[config.mk]
export PLATFORM = sky130hd
export DESIGN_NAME = gravity_vector_estimator_top
export DESIGN_NICKNAME = d
export VERILOG_FILES = /design/src/rtl/core/gve_pkg.sv /design/src/rtl/core/gve_datapath.sv /design/src/rtl/core/gve_ctrl.sv /design/src/rtl/core/gravity_vector_estimator_top.sv
export SDC_FILE = /design/constraint.sdc
export NUM_CORES = 2
export LEC_CHECK = 0
export BUFFER_PORTS_ARGS = -buffer_cell sky130_fd_sc_hd__buf_4
export CORE_ASPECT_RATIO = 2
export CORE_UTILIZATION = 55
export CTS_BUF_LIST = sky130_fd_sc_hd__clkbuf_4
export CTS_CLUSTER_DIAMETER = 200
export DETAILED_ROUTE_END_ITERATION = 7
export PLACE_DENSITY = 0.77
export SYNTH_ARGS = -nofsm -noshare
export SYNTH_HDL_FRONTEND = slang
export SYNTH_SLANG_ARGS = --single-unit
export TNS_END_PERCENT = 50
[constraint.sdc]
create_clock -name clk -period 12.5 [get_ports clk]
set_input_delay 1.25 -clock clk [delete_from_list [all_inputs] [get_ports clk]]
set_output_delay 1.25 -clock clk [all_outputs]
set_load 0.01 [all_outputs]
[src/rtl/core/gve_pkg.sv]
package gve_pkg;

  // Fixed-point layout of the kept estimate
  localparam int STATE_FRAC_BITS = 28;
  localparam int OUT_SHIFT       = STATE_FRAC_BITS - 12;
  localparam int DIV_QBITS       = STATE_FRAC_BITS + 2;
  localparam int DIV_NUM_W       = 16 + STATE_FRAC_BITS + 15;
  localparam int SQRT_STEPS      = 31;
  localparam int ROT_SHIFT       = 34;
  localparam int BLEND_SHIFT     = 32;

  localparam logic signed [31:0] G_ONE = 32'sd1 <<< STATE_FRAC_BITS;

  // Register indexes and reset values
  localparam logic [2:0] REG_DT_STEP  = 3'd0;
  localparam logic [2:0] REG_WEIGHT   = 3'd1;
  localparam logic [2:0] REG_MAG_LOW  = 3'd2;
  localparam logic [2:0] REG_MAG_HIGH = 3'd3;

  localparam logic [15:0] DT_RESET     = 16'd4194;
  localparam logic [23:0] WEIGHT_RESET = 24'd42710;
  localparam logic [14:0] MLO_RESET    = 15'd2867;
  localparam logic [14:0] MHI_RESET    = 15'd5325;

  // Datapath operations
  localparam logic [4:0] OP_NOP       = 5'd0;
  localparam logic [4:0] OP_LOAD      = 5'd1;
  localparam logic [4:0] OP_ANG       = 5'd2;
  localparam logic [4:0] OP_RMUL      = 5'd3;
  localparam logic [4:0] OP_RACC      = 5'd4;
  localparam logic [4:0] OP_SQ        = 5'd5;
  localparam logic [4:0] OP_SACC      = 5'd6;
  localparam logic [4:0] OP_LSQ       = 5'd7;
  localparam logic [4:0] OP_LCMP      = 5'd8;
  localparam logic [4:0] OP_HSQ       = 5'd9;
  localparam logic [4:0] OP_HCMP      = 5'd10;
  localparam logic [4:0] OP_SQRT_INIT = 5'd11;
  localparam logic [4:0] OP_SQRT_STEP = 5'd12;
  localparam logic [4:0] OP_DIV_INIT  = 5'd13;
  localparam logic [4:0] OP_DIV_STEP  = 5'd14;
  localparam logic [4:0] OP_DIFF      = 5'd15;
  localparam logic [4:0] OP_BMUL      = 5'd16;
  localparam logic [4:0] OP_BACC      = 5'd17;
  localparam logic [4:0] OP_OUT       = 5'd18;

  typedef struct packed {
    logic [4:0] op;
    logic [1:0] sel;   // axis for angle, square, divide, blend
    logic [1:0] src;   // rotation: component multiplied
    logic [1:0] dst;   // rotation: component updated
    logic       neg;   // rotation: negate angle before multiply
    logic       sub;   // rotation: subtract rounded term
  } gve_cmd_t;

  typedef struct packed {
    logic used;
    logic out_busy;
  } gve_sts_t;

  // Rotation sequence: X turn, then Y turn, then Z turn, two updates each
  function automatic logic [1:0] rot_axis(input logic [2:0] step);
    logic [1:0] r;
    case (step)
      3'd0, 3'd1: r = 2'd0;
      3'd2, 3'd3: r = 2'd1;
      default:    r = 2'd2;
    endcase
    return r;
  endfunction

  function automatic logic [1:0] rot_src(input logic [2:0] step);
    logic [1:0] r;
    case (step)
      3'd0:       r = 2'd0;
      3'd1, 3'd2: r = 2'd2;
      3'd3, 3'd4: r = 2'd1;
      default:    r = 2'd0;
    endcase
    return r;
  endfunction

  function automatic logic [1:0] rot_dst(input logic [2:0] step);
    logic [1:0] r;
    case (step)
      3'd0, 3'd3: r = 2'd2;
      3'd1, 3'd4: r = 2'd0;
      default:    r = 2'd1;
    endcase
    return r;
  endfunction

  function automatic logic signed [31:0] sat32(input logic signed [33:0] v);
    logic signed [31:0] r;
    if (v > 34'sh0_7FFF_FFFF) r = 32'sh7FFF_FFFF;
    else if (v < -34'sh0_8000_0000) r = -32'sh8000_0000;
    else r = v[31:0];
    return r;
  endfunction

  function automatic logic signed [15:0] sat16(input logic signed [33:0] v);
    logic signed [15:0] r;
    if (v > 34'sd32767) r = 16'sh7FFF;
    else if (v < -34'sd32768) r = -16'sh8000;
    else r = v[15:0];
    return r;
  endfunction

endpackage

[src/rtl/core/gve_datapath.sv]
module gve_datapath (
  input  logic                 clk,
  input  logic                 rst_n,
  input  logic                 cfg_we,
  input  logic [2:0]           cfg_index,
  input  logic [23:0]          cfg_wdata,
  input  logic [95:0]          in_tdata,
  input  gve_pkg::gve_cmd_t    cmd,
  output gve_pkg::gve_sts_t    sts,
  output logic                 out_tvalid,
  input  logic                 out_tready,
  output logic [47:0]          out_tdata,
  output logic                 out_tuser
);
  import gve_pkg::*;

  logic [15:0] dt_r;
  logic [23:0] weight_r;
  logic [14:0] mlo_r, mhi_r;

  logic signed [15:0] rate_r [3];
  logic signed [15:0] acc_r  [3];
  logic signed [31:0] g_r    [3];
  logic signed [32:0] ang_r;
  logic signed [65:0] prod_r;
  logic [31:0] s_r;
  logic        used_r;
  logic [31:0] sq_n_r;
  logic [31:0] sq_rem_r;
  logic [30:0] root_r;
  logic [31:0] dv_rem_r;
  logic [DIV_QBITS-1:0] dv_low_r;
  logic [DIV_QBITS-1:0] q_r;
  logic signed [32:0] diff_r;
  logic        out_valid_r;
  logic [47:0] out_data_r;
  logic        out_used_r;

  logic signed [32:0] mul_a, mul_b;
  logic signed [65:0] mul_p;
  logic signed [65:0] rot_rnd, bl_rnd;
  logic signed [33:0] rot_sum, bl_sum;
  logic [33:0] sq_rem2, sq_trial;
  logic [32:0] dv_rem2;
  logic [15:0] acc_mag;
  logic [DIV_NUM_W-1:0] dv_num;
  logic signed [32:0] norm;
  logic signed [33:0] grnd [3];

  // Configuration registers
  always_ff @(posedge clk) begin
    if (!rst_n) begin
      dt_r     <= DT_RESET;
      weight_r <= WEIGHT_RESET;
      mlo_r    <= MLO_RESET;
      mhi_r    <= MHI_RESET;
    end else if (cfg_we) begin
      case (cfg_index)
        REG_DT_STEP:  dt_r     <= cfg_wdata[15:0];
        REG_WEIGHT:   weight_r <= cfg_wdata;
        REG_MAG_LOW:  mlo_r    <= cfg_wdata[14:0];
        REG_MAG_HIGH: mhi_r    <= cfg_wdata[14:0];
        default: ;
      endcase
    end
  end

  // Shared multiplier operand select
  always_comb begin
    mul_a = '0;
    mul_b = '0;
    case (cmd.op)
      OP_ANG: begin
        mul_a = 33'(rate_r[cmd.sel]);
        mul_b = $signed({17'd0, dt_r});
      end
      OP_RMUL: begin
        mul_a = cmd.neg ? -ang_r : ang_r;
        mul_b = 33'(g_r[cmd.src]);
      end
      OP_SQ: begin
        mul_a = 33'(acc_r[cmd.sel]);
        mul_b = 33'(acc_r[cmd.sel]);
      end
      OP_LSQ: begin
        mul_a = $signed({18'd0, mlo_r});
        mul_b = $signed({18'd0, mlo_r});
      end
      OP_HSQ: begin
        mul_a = $signed({18'd0, mhi_r});
        mul_b = $signed({18'd0, mhi_r});
      end
      OP_BMUL: begin
        mul_a = diff_r;
        mul_b = $signed({9'd0, weight_r});
      end
      default: ;
    endcase
  end
  assign mul_p = mul_a * mul_b;

  // Rotation and blend rounding, add and saturate
  assign rot_rnd = (prod_r + (66'sd1 <<< (ROT_SHIFT - 1))) >>> ROT_SHIFT;
  assign rot_sum = cmd.sub ? (34'(g_r[cmd.dst]) - rot_rnd[33:0])
                           : (34'(g_r[cmd.dst]) + rot_rnd[33:0]);
  assign bl_rnd  = (prod_r + (66'sd1 <<< (BLEND_SHIFT - 1))) >>> BLEND_SHIFT;
  assign bl_sum  = 34'(g_r[cmd.sel]) + bl_rnd[33:0];

  // Square root digit step: two radicand bits per step
  assign sq_rem2  = {sq_rem_r, sq_n_r[31:30]};
  assign sq_trial = {1'b0, root_r, 2'b01};

  // Divide: magnitude scaled up, plus half the divisor for rounding
  assign acc_mag = acc_r[cmd.sel][15] ? 16'(-acc_r[cmd.sel]) : acc_r[cmd.sel];
  assign dv_num  = (DIV_NUM_W'(acc_mag) << (STATE_FRAC_BITS + 15))
                 + DIV_NUM_W'(root_r >> 1);
  assign dv_rem2 = {dv_rem_r, dv_low_r[DIV_QBITS-1]};
  assign norm    = acc_r[cmd.sel][15] ? -$signed(33'(q_r)) : $signed(33'(q_r));

  // Output rounding of the estimate
  always_comb begin
    for (int i = 0; i < 3; i++) begin
      grnd[i] = (34'(g_r[i]) + (34'sd1 <<< (OUT_SHIFT - 1))) >>> OUT_SHIFT;
    end
  end

  // Estimate state
  always_ff @(posedge clk) begin
    if (!rst_n) begin
      g_r[0] <= '0;
      g_r[1] <= '0;
      g_r[2] <= G_ONE;
    end else begin
      case (cmd.op)
        OP_RACC: g_r[cmd.dst] <= sat32(rot_sum);
        OP_BACC: g_r[cmd.sel] <= sat32(bl_sum);
        default: ;
      endcase
    end
  end

  // Working registers
  always_ff @(posedge clk) begin
    case (cmd.op)
      OP_LOAD: begin
        rate_r[0] <= in_tdata[15:0];
        rate_r[1] <= in_tdata[31:16];
        rate_r[2] <= in_tdata[47:32];
        acc_r[0]  <= in_tdata[63:48];
        acc_r[1]  <= in_tdata[79:64];
        acc_r[2]  <= in_tdata[95:80];
        s_r       <= '0;
      end
      OP_ANG:  ang_r  <= mul_p[32:0];
      OP_RMUL, OP_SQ, OP_LSQ, OP_HSQ, OP_BMUL: prod_r <= mul_p;
      OP_SACC: s_r    <= s_r + prod_r[31:0];
      OP_SQRT_INIT: begin
        sq_n_r   <= s_r;
        sq_rem_r <= '0;
        root_r   <= '0;
      end
      OP_SQRT_STEP: begin
        sq_n_r <= {sq_n_r[29:0], 2'b00};
        if (sq_rem2 >= sq_trial) begin
          sq_rem_r <= 32'(sq_rem2 - sq_trial);
          root_r   <= {root_r[29:0], 1'b1};
        end else begin
          sq_rem_r <= sq_rem2[31:0];
          root_r   <= {root_r[29:0], 1'b0};
        end
      end
      OP_DIV_INIT: begin
        dv_rem_r <= 32'(dv_num[DIV_NUM_W-1:DIV_QBITS]);
        dv_low_r <= dv_num[DIV_QBITS-1:0];
        q_r      <= '0;
      end
      OP_DIV_STEP: begin
        dv_low_r <= {dv_low_r[DIV_QBITS-2:0], 1'b0};
        if (dv_rem2 >= {2'b00, root_r}) begin
          dv_rem_r <= 32'(dv_rem2 - {2'b00, root_r});
          q_r      <= {q_r[DIV_QBITS-2:0], 1'b1};
        end else begin
          dv_rem_r <= dv_rem2[31:0];
          q_r      <= {q_r[DIV_QBITS-2:0], 1'b0};
        end
      end
      OP_DIFF: diff_r <= norm - 33'(g_r[cmd.sel]);
      default: ;
    endcase
  end

  // Magnitude window test
  always_ff @(posedge clk) begin
    if (!rst_n) begin
      used_r <= 1'b0;
    end else begin
      case (cmd.op)
        OP_LOAD: used_r <= 1'b0;
        OP_LCMP: used_r <= s_r > prod_r[31:0];
        OP_HCMP: used_r <= used_r && (s_r < prod_r[31:0]);
        default: ;
      endcase
    end
  end

  // Output register: holds a finished result until its transfer
  always_ff @(posedge clk) begin
    if (!rst_n) begin
      out_valid_r <= 1'b0;
    end else if (cmd.op == OP_OUT) begin
      out_valid_r <= 1'b1;
    end else if (out_tready) begin
      out_valid_r <= 1'b0;
    end
  end

  always_ff @(posedge clk) begin
    if (cmd.op == OP_OUT) begin
      out_data_r <= {sat16(grnd[2]), sat16(grnd[1]), sat16(grnd[0])};
      out_used_r <= used_r;
    end
  end

  assign out_tvalid   = out_valid_r;
  assign out_tdata    = out_data_r;
  assign out_tuser    = out_used_r;
  assign sts.used     = used_r;
  assign sts.out_busy = out_valid_r && !out_tready;

endmodule

[src/rtl/core/gve_ctrl.sv]
module gve_ctrl (
  input  logic               clk,
  input  logic               rst_n,
  input  logic               in_tvalid,
  output logic               in_tready,
  input  gve_pkg::gve_sts_t  sts,
  output gve_pkg::gve_cmd_t  cmd
);
  import gve_pkg::*;

  localparam logic [2:0] S_IDLE  = 3'd0;
  localparam logic [2:0] S_ROT   = 3'd1;
  localparam logic [2:0] S_SQ    = 3'd2;
  localparam logic [2:0] S_LIM   = 3'd3;
  localparam logic [2:0] S_SQRT  = 3'd4;
  localparam logic [2:0] S_DIV   = 3'd5;
  localparam logic [2:0] S_BLEND = 3'd6;
  localparam logic [2:0] S_OUT   = 3'd7;

  logic [2:0] state_r, state_nxt;
  logic [2:0] step_r, step_nxt;
  logic [1:0] ph_r, ph_nxt;
  logic [4:0] cnt_r, cnt_nxt;

  always_ff @(posedge clk) begin
    if (!rst_n) begin
      state_r <= S_IDLE;
      step_r  <= '0;
      ph_r    <= '0;
      cnt_r   <= '0;
    end else begin
      state_r <= state_nxt;
      step_r  <= step_nxt;
      ph_r    <= ph_nxt;
      cnt_r   <= cnt_nxt;
    end
  end

  assign in_tready = (state_r == S_IDLE);

  // Sequencer
  always_comb begin
    state_nxt = state_r;
    step_nxt  = step_r;
    ph_nxt    = ph_r;
    cnt_nxt   = cnt_r;
    cmd       = '0;
    cmd.op    = OP_NOP;
    case (state_r)
      S_IDLE: begin
        if (in_tvalid) begin
          cmd.op    = OP_LOAD;
          state_nxt = S_ROT;
          step_nxt  = '0;
          ph_nxt    = '0;
        end
      end
      S_ROT: begin
        cmd.sel = rot_axis(step_r);
        cmd.src = rot_src(step_r);
        cmd.dst = rot_dst(step_r);
        cmd.neg = (step_r == 3'd3);
        cmd.sub = (step_r == 3'd0) || (step_r == 3'd4);
        case (ph_r)
          2'd0:    cmd.op = OP_ANG;
          2'd1:    cmd.op = OP_RMUL;
          default: cmd.op = OP_RACC;
        endcase
        if (ph_r == 2'd2) begin
          ph_nxt = '0;
          if (step_r == 3'd5) begin
            step_nxt  = '0;
            state_nxt = S_SQ;
          end else begin
            step_nxt = step_r + 3'd1;
          end
        end else begin
          ph_nxt = ph_r + 2'd1;
        end
      end
      S_SQ: begin
        cmd.sel = step_r[1:0];
        cmd.op  = (ph_r == 2'd0) ? OP_SQ : OP_SACC;
        if (ph_r == 2'd0) begin
          ph_nxt = 2'd1;
        end else begin
          ph_nxt = '0;
          if (step_r == 3'd2) begin
            step_nxt  = '0;
            state_nxt = S_LIM;
          end else begin
            step_nxt = step_r + 3'd1;
          end
        end
      end
      S_LIM: begin
        case (ph_r)
          2'd0:    cmd.op = OP_LSQ;
          2'd1:    cmd.op = OP_LCMP;
          2'd2:    cmd.op = OP_HSQ;
          default: cmd.op = OP_HCMP;
        endcase
        ph_nxt = ph_r + 2'd1;
        if (ph_r == 2'd3) state_nxt = S_SQRT;
      end
      S_SQRT: begin
        if (ph_r == 2'd0) begin
          if (!sts.used) begin
            state_nxt = S_OUT;
          end else begin
            cmd.op  = OP_SQRT_INIT;
            ph_nxt  = 2'd1;
            cnt_nxt = '0;
          end
        end else begin
          cmd.op  = OP_SQRT_STEP;
          cnt_nxt = cnt_r + 5'd1;
          if (cnt_r == 5'(SQRT_STEPS - 1)) begin
            ph_nxt    = '0;
            step_nxt  = '0;
            state_nxt = S_DIV;
          end
        end
      end
      S_DIV: begin
        cmd.sel = step_r[1:0];
        if (ph_r == 2'd0) begin
          cmd.op  = OP_DIV_INIT;
          ph_nxt  = 2'd1;
          cnt_nxt = '0;
        end else begin
          cmd.op  = OP_DIV_STEP;
          cnt_nxt = cnt_r + 5'd1;
          if (cnt_r == 5'(DIV_QBITS - 1)) begin
            ph_nxt    = '0;
            state_nxt = S_BLEND;
          end
        end
      end
      S_BLEND: begin
        cmd.sel = step_r[1:0];
        case (ph_r)
          2'd0:    cmd.op = OP_DIFF;
          2'd1:    cmd.op = OP_BMUL;
          default: cmd.op = OP_BACC;
        endcase
        if (ph_r == 2'd2) begin
          ph_nxt = '0;
          if (step_r == 3'd2) begin
            state_nxt = S_OUT;
          end else begin
            step_nxt  = step_r + 3'd1;
            state_nxt = S_DIV;
          end
        end else begin
          ph_nxt = ph_r + 2'd1;
        end
      end
      S_OUT: begin
        if (!sts.out_busy) begin
          cmd.op    = OP_OUT;
          state_nxt = S_IDLE;
        end
      end
      default: state_nxt = S_IDLE;
    endcase
  end

  // Result is loaded only into a free output register
  a_out_free: assert property (@(posedge clk) disable iff (!rst_n)
    cmd.op == OP_OUT |-> !sts.out_busy)
    else $error("result loaded over an untaken result");

  // Square root starts only after the magnitude window passed
  a_sqrt_used: assert property (@(posedge clk) disable iff (!rst_n)
    cmd.op == OP_SQRT_INIT |-> sts.used)
    else $error("normalization started without a valid magnitude");

  // Last rotation update leads into the squares
  a_rot_end: assert property (@(posedge clk) disable iff (!rst_n)
    (state_r == S_ROT && step_r == 3'd5 && ph_r == 2'd2) |=> state_r == S_SQ)
    else $error("rotation sequence did not hand over");

  // Input transfer starts the rotation
  a_load: assert property (@(posedge clk) disable iff (!rst_n)
    (in_tvalid && in_tready) |=> (state_r == S_ROT && step_r == 3'd0))
    else $error("accepted item not started");

endmodule

[src/rtl/core/gravity_vector_estimator_top.sv]
// Outside the accel window only the rotation is applied; inside it the correction also
//   runs (31-step square root, 30-step divide per axis).
// Items are handled one at a time; the next item is taken while the result waits.
// Multiplies go one at a time through a single shared 33x33 multiplier.
// Reset (rst_n, synchronous, active low): estimate to (0, 0, 1 g), registers to defaults.
module gravity_vector_estimator_top (
  input  logic        clk,
  input  logic        rst_n,
  input  logic        cfg_we,
  input  logic [2:0]  cfg_index,
  input  logic [23:0] cfg_wdata,
  input  logic        in_tvalid,
  output logic        in_tready,
  // rate_x, rate_y, rate_z, accel_x, accel_y, accel_z (16 bits each, from bit 0)
  input  logic [95:0] in_tdata,
  output logic        out_tvalid,
  input  logic        out_tready,
  // grav_x, grav_y, grav_z (16 bits each, from bit 0)
  output logic [47:0] out_tdata,
  // accel_used
  output logic        out_tuser
);
  import gve_pkg::*;

  gve_cmd_t cmd;
  gve_sts_t sts;

  gve_ctrl u_ctrl (
    .clk       (clk),
    .rst_n     (rst_n),
    .in_tvalid (in_tvalid),
    .in_tready (in_tready),
    .sts       (sts),
    .cmd       (cmd)
  );

  gve_datapath u_dp (
    .clk        (clk),
    .rst_n      (rst_n),
    .cfg_we     (cfg_we),
    .cfg_index  (cfg_index),
    .cfg_wdata  (cfg_wdata),
    .in_tdata   (in_tdata),
    .cmd        (cmd),
    .sts        (sts),
    .out_tvalid (out_tvalid),
    .out_tready (out_tready),
    .out_tdata  (out_tdata),
    .out_tuser  (out_tuser)
  );

endmodule

# ---- Word level (Yosys, flattened, before mapping)
# Memories as Yosys holds them, arrays and structs flattened.
# Index checks and enable logic that the tools add are counted.
dict set report totals {
  output_inout_bits 51
  regBits 485
  ram_bits 192
  inputBits 128
  n_memories 3
}
dict set report op_classes {
  reduce_logical 35
  mux 99
  addsub 19
  eq_ne 55
  n_lt_le_gt_ge 14
  multipliers 1
}
# name depth word_bits rd rd_ports_with_merged_regs write_ports line_no
set memory_table {}
lappend memory_table {u_dp.g_r 3 32 6 0 3 gve_datapath.sv:23} ;# logic signed [31:0] g_r [3];
lappend memory_table {u_dp.acc_r 3 16 1 0 3 gve_datapath.sv:22} ;# logic signed [15:0] acc_r [3];
lappend memory_table {u_dp.rate_r 3 16 1 0 3 gve_datapath.sv:21} ;# logic signed [15:0] rate_r [3];
# op n
set ops {}
lappend ops {{33-bit case mux with 6 select lines} 2}
lappend ops {{32-bit two-way mux} 12}
lappend ops {{32-bit case mux with 2 select lines} 4}
lappend ops {{30-bit case mux with 2 select lines} 2}
lappend ops {{32-bit by 17-bit adder with 33-bit output (second input constant)} 3}
lappend ops {{34-bit by 32-bit > comparator with 1-bit output (second input constant)} 2}
lappend ops {{34-bit by 32-bit less-than comparator with 1-bit output (second input constant)} 2}
lappend ops {{66-bit by 33-bit adder with 66-bit output (second input constant)} 1}
lappend ops {{66-bit by 35-bit adder with 66-bit output (second input constant)} 1}
lappend ops {{33-bit by 33-bit multiplier with 66-bit output} 1}
lappend ops {{3-bit two-way mux} 22}
lappend ops {{33-bit two-way mux} 2}
lappend ops {{16-bit two-way mux} 4}
lappend ops {{32-bit OR reduction} 2}
lappend ops {{31-bit case mux with 2 select lines} 1}
lappend ops {{59-bit by 30-bit adder with 59-bit output} 1}
lappend ops {{17-bit by 16-bit > comparator with 1-bit output (second input constant)} 3}
lappend ops {{17-bit by 16-bit less-than comparator with 1-bit output (second input constant)} 3}
lappend ops {{5-bit by 4-bit == test with 1-bit output (second input constant)} 8}
lappend ops {{5-bit case mux with 8 select lines} 1}
lappend ops {{34-bit adder} 1}
lappend ops {{34-bit by 33-bit greater-or-equal comparator with 1-bit output} 1}
lappend ops {{34-bit two-way mux} 1}
lappend ops {{32-bit by 32-bit adder with 33-bit output} 1}
lappend ops {{other kinds (57)} 142}

# ---- Longest topological paths before layout
# An unclocked memory read counts as a cell.
dict set report depth {
  depth_word 14
  depth_mapped 43
  ltp_nobuf 39
}

# ---- Cells and area by module
# Synthesis repeated with hierarchy kept, for this count alone.
dict set report hier_totals {
  hier_cells 8916
  hier_area_um2 84200.8
}
# module area_each_um2 instances cells_each seq_area_each_um2
set by_module_without_submodules {}
lappend by_module_without_submodules {gve_datapath 82730.6 1 8722 20179.4}
lappend by_module_without_submodules {gve_ctrl 1470.2 1 194 260.2}

# ---- Least setup slack after synthesis
# No wires, ideal clock.
dict set report synth_timing {
  kind {input-to-reg}
  startpoint {in out_tready}
  endpoint {reg u_dp.prod_r[65] (data pin)}
  setup_slack_ns 0.170
  arrival_ns 12.070
  stages 34
  path_buffers 3
  required_ns 12.240
  cell_sequence {nor2b_1 mux4_2 a21oi_1 nand3_1 nor2_1 buf_2 buf_1 a222oi_1 nand2_1 clkbuf_1 nand2_1 fa_1 inv_1 fa_1 fa_1 fa_1 inv_1 fa_1 fa_1 fa_1 inv_1 fa_1 ha_1 a21oi_1 o21ai_0 a21oi_1 nor2b_1 o21ai_0 nand2b_1 a21oi_1 o311ai_0 a31o_2 a21oi_1 xnor2_1}
}
dict set report synth_between {
  elab_chain_len 7
}
# element line_no
set synth_rtl {}
lappend synth_rtl {{start: declaration} gravity_vector_estimator_top.sv:17} ;# input logic out_tready,
lappend synth_rtl {{1-bit logical NOT *} gve_datapath.sv:228} ;# assign sts.out_busy = out_valid_r && !out_tready;
lappend synth_rtl {{1-bit logical AND *} gve_datapath.sv:228}
lappend synth_rtl {{5-bit two-way mux *} gve_ctrl.sv:160} ;# if (!sts.out_busy) begin
lappend synth_rtl {{5-bit case mux with 8 select lines *} gve_ctrl.sv:49} ;# case (state_r)
lappend synth_rtl {{5-bit == test, or another cell as far along} gve_datapath.sv:72} ;# case (cmd.op)
lappend synth_rtl {{33-bit case mux with 6 select lines} gve_datapath.sv:72}
lappend synth_rtl {{33-bit by 33-bit multiplier with 66-bit output *} gve_datapath.sv:100} ;# assign mul_p = mul_a * mul_b;
lappend synth_rtl {{named net u_dp.mul_p[65]} gve_datapath.sv:40} ;# logic signed [65:0] mul_p;
lappend synth_rtl {{end signal: assignment} gve_datapath.sv:155} ;# OP_RMUL, OP_SQ, OP_LSQ, OP_HSQ, OP_BMUL: prod_r <= mul_p;
lappend synth_rtl {{end: declaration} gve_datapath.sv:25} ;# logic signed [65:0] prod_r;
# Mark *: on every way through the listed nets, which the timed path passes. The rest lies on a longest branch.
# A chain may end at the register's enable or synchronous reset.

# ---- Worst setup path in the final report
dict set report layout_timing {
  startpoint {reg u_ctrl.ph_r[0]}
  endpoint {reg u_dp.prod_r[58] (data pin)}
}
dict set report layout_between {
  elab_chain_len 6
}
# element line_no
set layout_rtl {}
lappend layout_rtl {{start: declaration} gve_ctrl.sv:22} ;# logic [1:0] ph_r, ph_nxt;
lappend layout_rtl {{start signal: assignment} gve_ctrl.sv:34} ;# ph_r <= ph_nxt;
lappend layout_rtl {{2-bit == test, or another cell as far along} gve_ctrl.sv:97} ;# case (ph_r)
lappend layout_rtl {{4-bit case mux with 3 select lines, or another cell as far along} gve_ctrl.sv:97}
lappend layout_rtl {{5-bit case mux with 8 select lines *} gve_ctrl.sv:49}
lappend layout_rtl {{5-bit == test, or another cell as far along} gve_datapath.sv:72}
lappend layout_rtl {{33-bit case mux with 6 select lines} gve_datapath.sv:72}
lappend layout_rtl {{33-bit by 33-bit multiplier with 66-bit output *} gve_datapath.sv:100}
lappend layout_rtl {{named net u_dp.mul_p[58]} gve_datapath.sv:40}
# Marked as above.

==> reports/qor.yml <==
status:
  status: "finished clean"
detailed_routing:
  ant_nets: 0
  detail_route.wl_per_cell_um: 27.4
  drc: 0
  drt-total-wl_um: 310000
  first_iter_violations: 6210
  via_count: 70500
  drt_pass1_iterations: 8
  post_drt_via_cell_ratio: 6.23
synthesis:
  yosysUniqueCellTypes: 114
  ys_warn_count: 0
  synth_edf_count: 624
  synth_cells: 9027
  synth_async_sr_flop_share_pct: 0
  synth_seq_cells: 709
  seq_area_frac_synth_pct: 24.3
  synth_area_leaders: "fa_1 27%, edfxtp_1 22%, ha_1 6.9%"
  netlist_area_um2: 84200
  ys.flop_type: "edfxtp_1"
  synth_top_area_share_pct: 27.3
  syn_nets: 10800
  synth.avg_cell_area_um2: 9.33
  synth_largest_area_cell: "fa_1"
power_and_ir_drop:
  p_leak_nw: 42.3
  p_total_mw: 22.3
  ir_drop_mv: 0.223
  power_density_nw_per_um2: 244
run:
  cap_violations: 0
finish:
  drive_above_1_share_pct: 9.93
  stdcell_count: 11300
  layout_common_cells: "1337 x nand2_1, 1330 x inv_1, 1150 x fa_1"
  nets: 11000
  area_growth_pct: 8.28
  regArea_um2: 20400
  final_common_cell: "nand2_1"
  nFillCells: 12900
  multi_input_area_um2: 57200
die:
  rows: 202
  die_w_um: 279
  coreArea_um2: 152000
  start_util_pct: 55.5
  die-area_um2: 155000
  die_h_um: 555
  io_pins: 179
setup_path:
  cp_slowest_stage_delay_ps: 1100
  cp-end-kind: "register"
  required_ps: 13370
  arrival_ps: 13020
  reg2reg_depth: 38
  crit_top_cell: "fa_1"
  crit_type: "reg -> reg"
  reg2reg_to: "u_dp.prod_r[58]"
  reg2reg_from: "u_ctrl.ph_r[0]"
  slowest_stage: "a222oi_1"
  cp-start-kind: "register"
  critPathMaxFanout: 20
  r2r_slack_ps: 350
hold_path:
  hp-start: "in_tdata[92]"
  worstHoldPathCells: 1
  min_path_type: "in -> reg"
  min_to: "u_dp.acc_r[2][12]"
sta:
  hold_viol: 0
  rsz0062_at_grt: "false"
  finClkSkew_ps: 120
  worst_pin_slew_ps: 1270
  period_needed_ps: 12150
  fmax_mhz: 82.3
  fin_crit_sh_pct: 97.2
  slew_headroom_pct: 15.5
  setup_viol: 0
  final_max_slew_viol_count: 0
  fin_tns_setup_ps: 0
clocking:
  clock_latency_ps: 1190
  clk_transition_reported_paths_ps: 70
  cts_tree: "done"
  htree_num_levels: 4
  cts_buffer_depth: 3
  clkSinkCount: 709
  cts_root_buffer: "clkbuf_4"
  cts-buffers-inserted: 167
global_routing:
  grt-ovfl-total: 0
  grt_pass1_vias: 73900
  grt_antenna_before_repair: 21
  grt_pass1_wl_um: 453000
  grt_use_total_pct: 40.4
  grt_max_degree: 107
place:
  placedCellCount: 11000
  gp_congestion: 1.06
  numPortBuffers: 178
  dpl.hpwl_um: 243000
## area by class of cell
type,instances,share of cell area (%)
clock inverter,55,0.436
timing repair buffer,489,4.36
clock buffer,233,1.92
tap,1938,2.66
inverter,1332,5.49
sequential,709,22.4
multi-input combinational,6549,62.7
antenna,13,0.0357
## sequential cells by signal (all words and copies together) (netlist names), 16 cells and up
| register | count |
|---|---|
| u_dp.g_r | 128 |
| u_dp.prod_r | 66 |
| u_dp.acc_r | 48 |
| u_dp.out_tdata | 48 |
| u_dp.rate_r | 48 |
| u_dp.ang_r | 33 |
| u_dp.diff_r | 33 |
| u_dp.dv_rem_r | 32 |
| u_dp.s_r | 32 |
| u_dp.sq_n_r | 32 |
| u_dp.sq_rem_r | 32 |
| u_dp.root_r | 31 |
| u_dp.dv_low_r | 30 |
| u_dp.q_r | 30 |
| u_dp.weight_r | 24 |
| u_dp.dt_r | 16 |
## power by group
part,switching (mW),internal (mW)
sequential,0.365,3.44
clock,1.03,0.939
combinational,10.8,5.69
## metal layers
| layer | vias to the layer above | GRT usage, % | share of wire (%) |
|---|---|---|---|
| met1 | 34900 | 37.3 | 29 |
| li1 | 30000 | - | - |
| met3 | 1722 | 9.83 | 8.6 |
| met5 | - | 0 | 0.042 |
| met2 | 3925 | 68.4 | 49 |
| met4 | 20 | 45.9 | 14 |
## cells by family after synthesis
group	count (synthesis)	synth area share [%]
multiplexers	200	2.89
flip-flops	709	24.3
AO/OA/AOI/OAI	1335	10.6
buffers and inverters	1769	8.14
XOR/XNOR	428	4.49
adder cells (fa/ha/maj)	1614	34.2
AND/OR/NAND/NOR	2972	15.4
## how the worst max path moves through the flow
stage	cells past startpoint	slack, ps	startpoint	endpoint
floorplan	34	170	out_tready	u_dp.prod_r[65]
global placement	39	180	out_tready	u_dp.prod_r[65]
detailed placement	36	170	out_tready	u_dp.prod_r[58]
CTS	37	410	u_ctrl.state_r[2]	u_dp.prod_r[65]
global route	39	0.09	u_ctrl.ph_r[1]	u_dp.prod_r[65]
finish	38	350	u_ctrl.ph_r[0]	u_dp.prod_r[58]
## timing repair
action | in CTS | in global routing
hold endpoints to repair | 0 | 0
buffers inserted | 0 | 1
endpoints found under the setup margin | 0 | 8
hold buffers | 0 | 0
gates resized for setup | 0 | 7
## through the flow
step                hold slack [ps]  area, um2  setup WS (ps)  util (%)
detailed placement              463      89000            171      58.7
floorplan                       440      84200            170         -
global route                    206      91200         0.0888      60.1
global placement                451      89000            176      58.7
CTS                             166      91100            409      60.1
finish                          233      91200            352      60.1
## critical path: cells and delay by family, from the launching register on
kind | cells | cell delay (ps)
fa+ha+maj | 10 | 4960
compound gates | 13 | 4220
buf+inv | 9 | 1160
simple gates | 5 | 1020
flops | 1 | 350
xor+xnor | 1 | 150
## synth_stat cells (32+ instances only)
cell,n
ha_1,464
or3_1,39
o31ai_1,32
nand2b_1,57
fa_1,1150
nor2_1,894
mux2i_1,156
buf_2,110
a211oi_1,84
nand3_1,149
a21boi_0,60
edfxtp_1,624
a21oi_1,334
inv_1,1331
a31oi_1,86
xnor2_1,290
clkbuf_1,279
nor3_1,82
dfxtp_1,85
mux4_2,33
nand2_1,1341
nor2b_1,67
and2_1,85
nand4_1,54
a21o_1,168
o21ai_0,232
o21a_1,42
and3_1,70
xor2_1,135
Note: power is estimated with default switching activity, not from simulation.
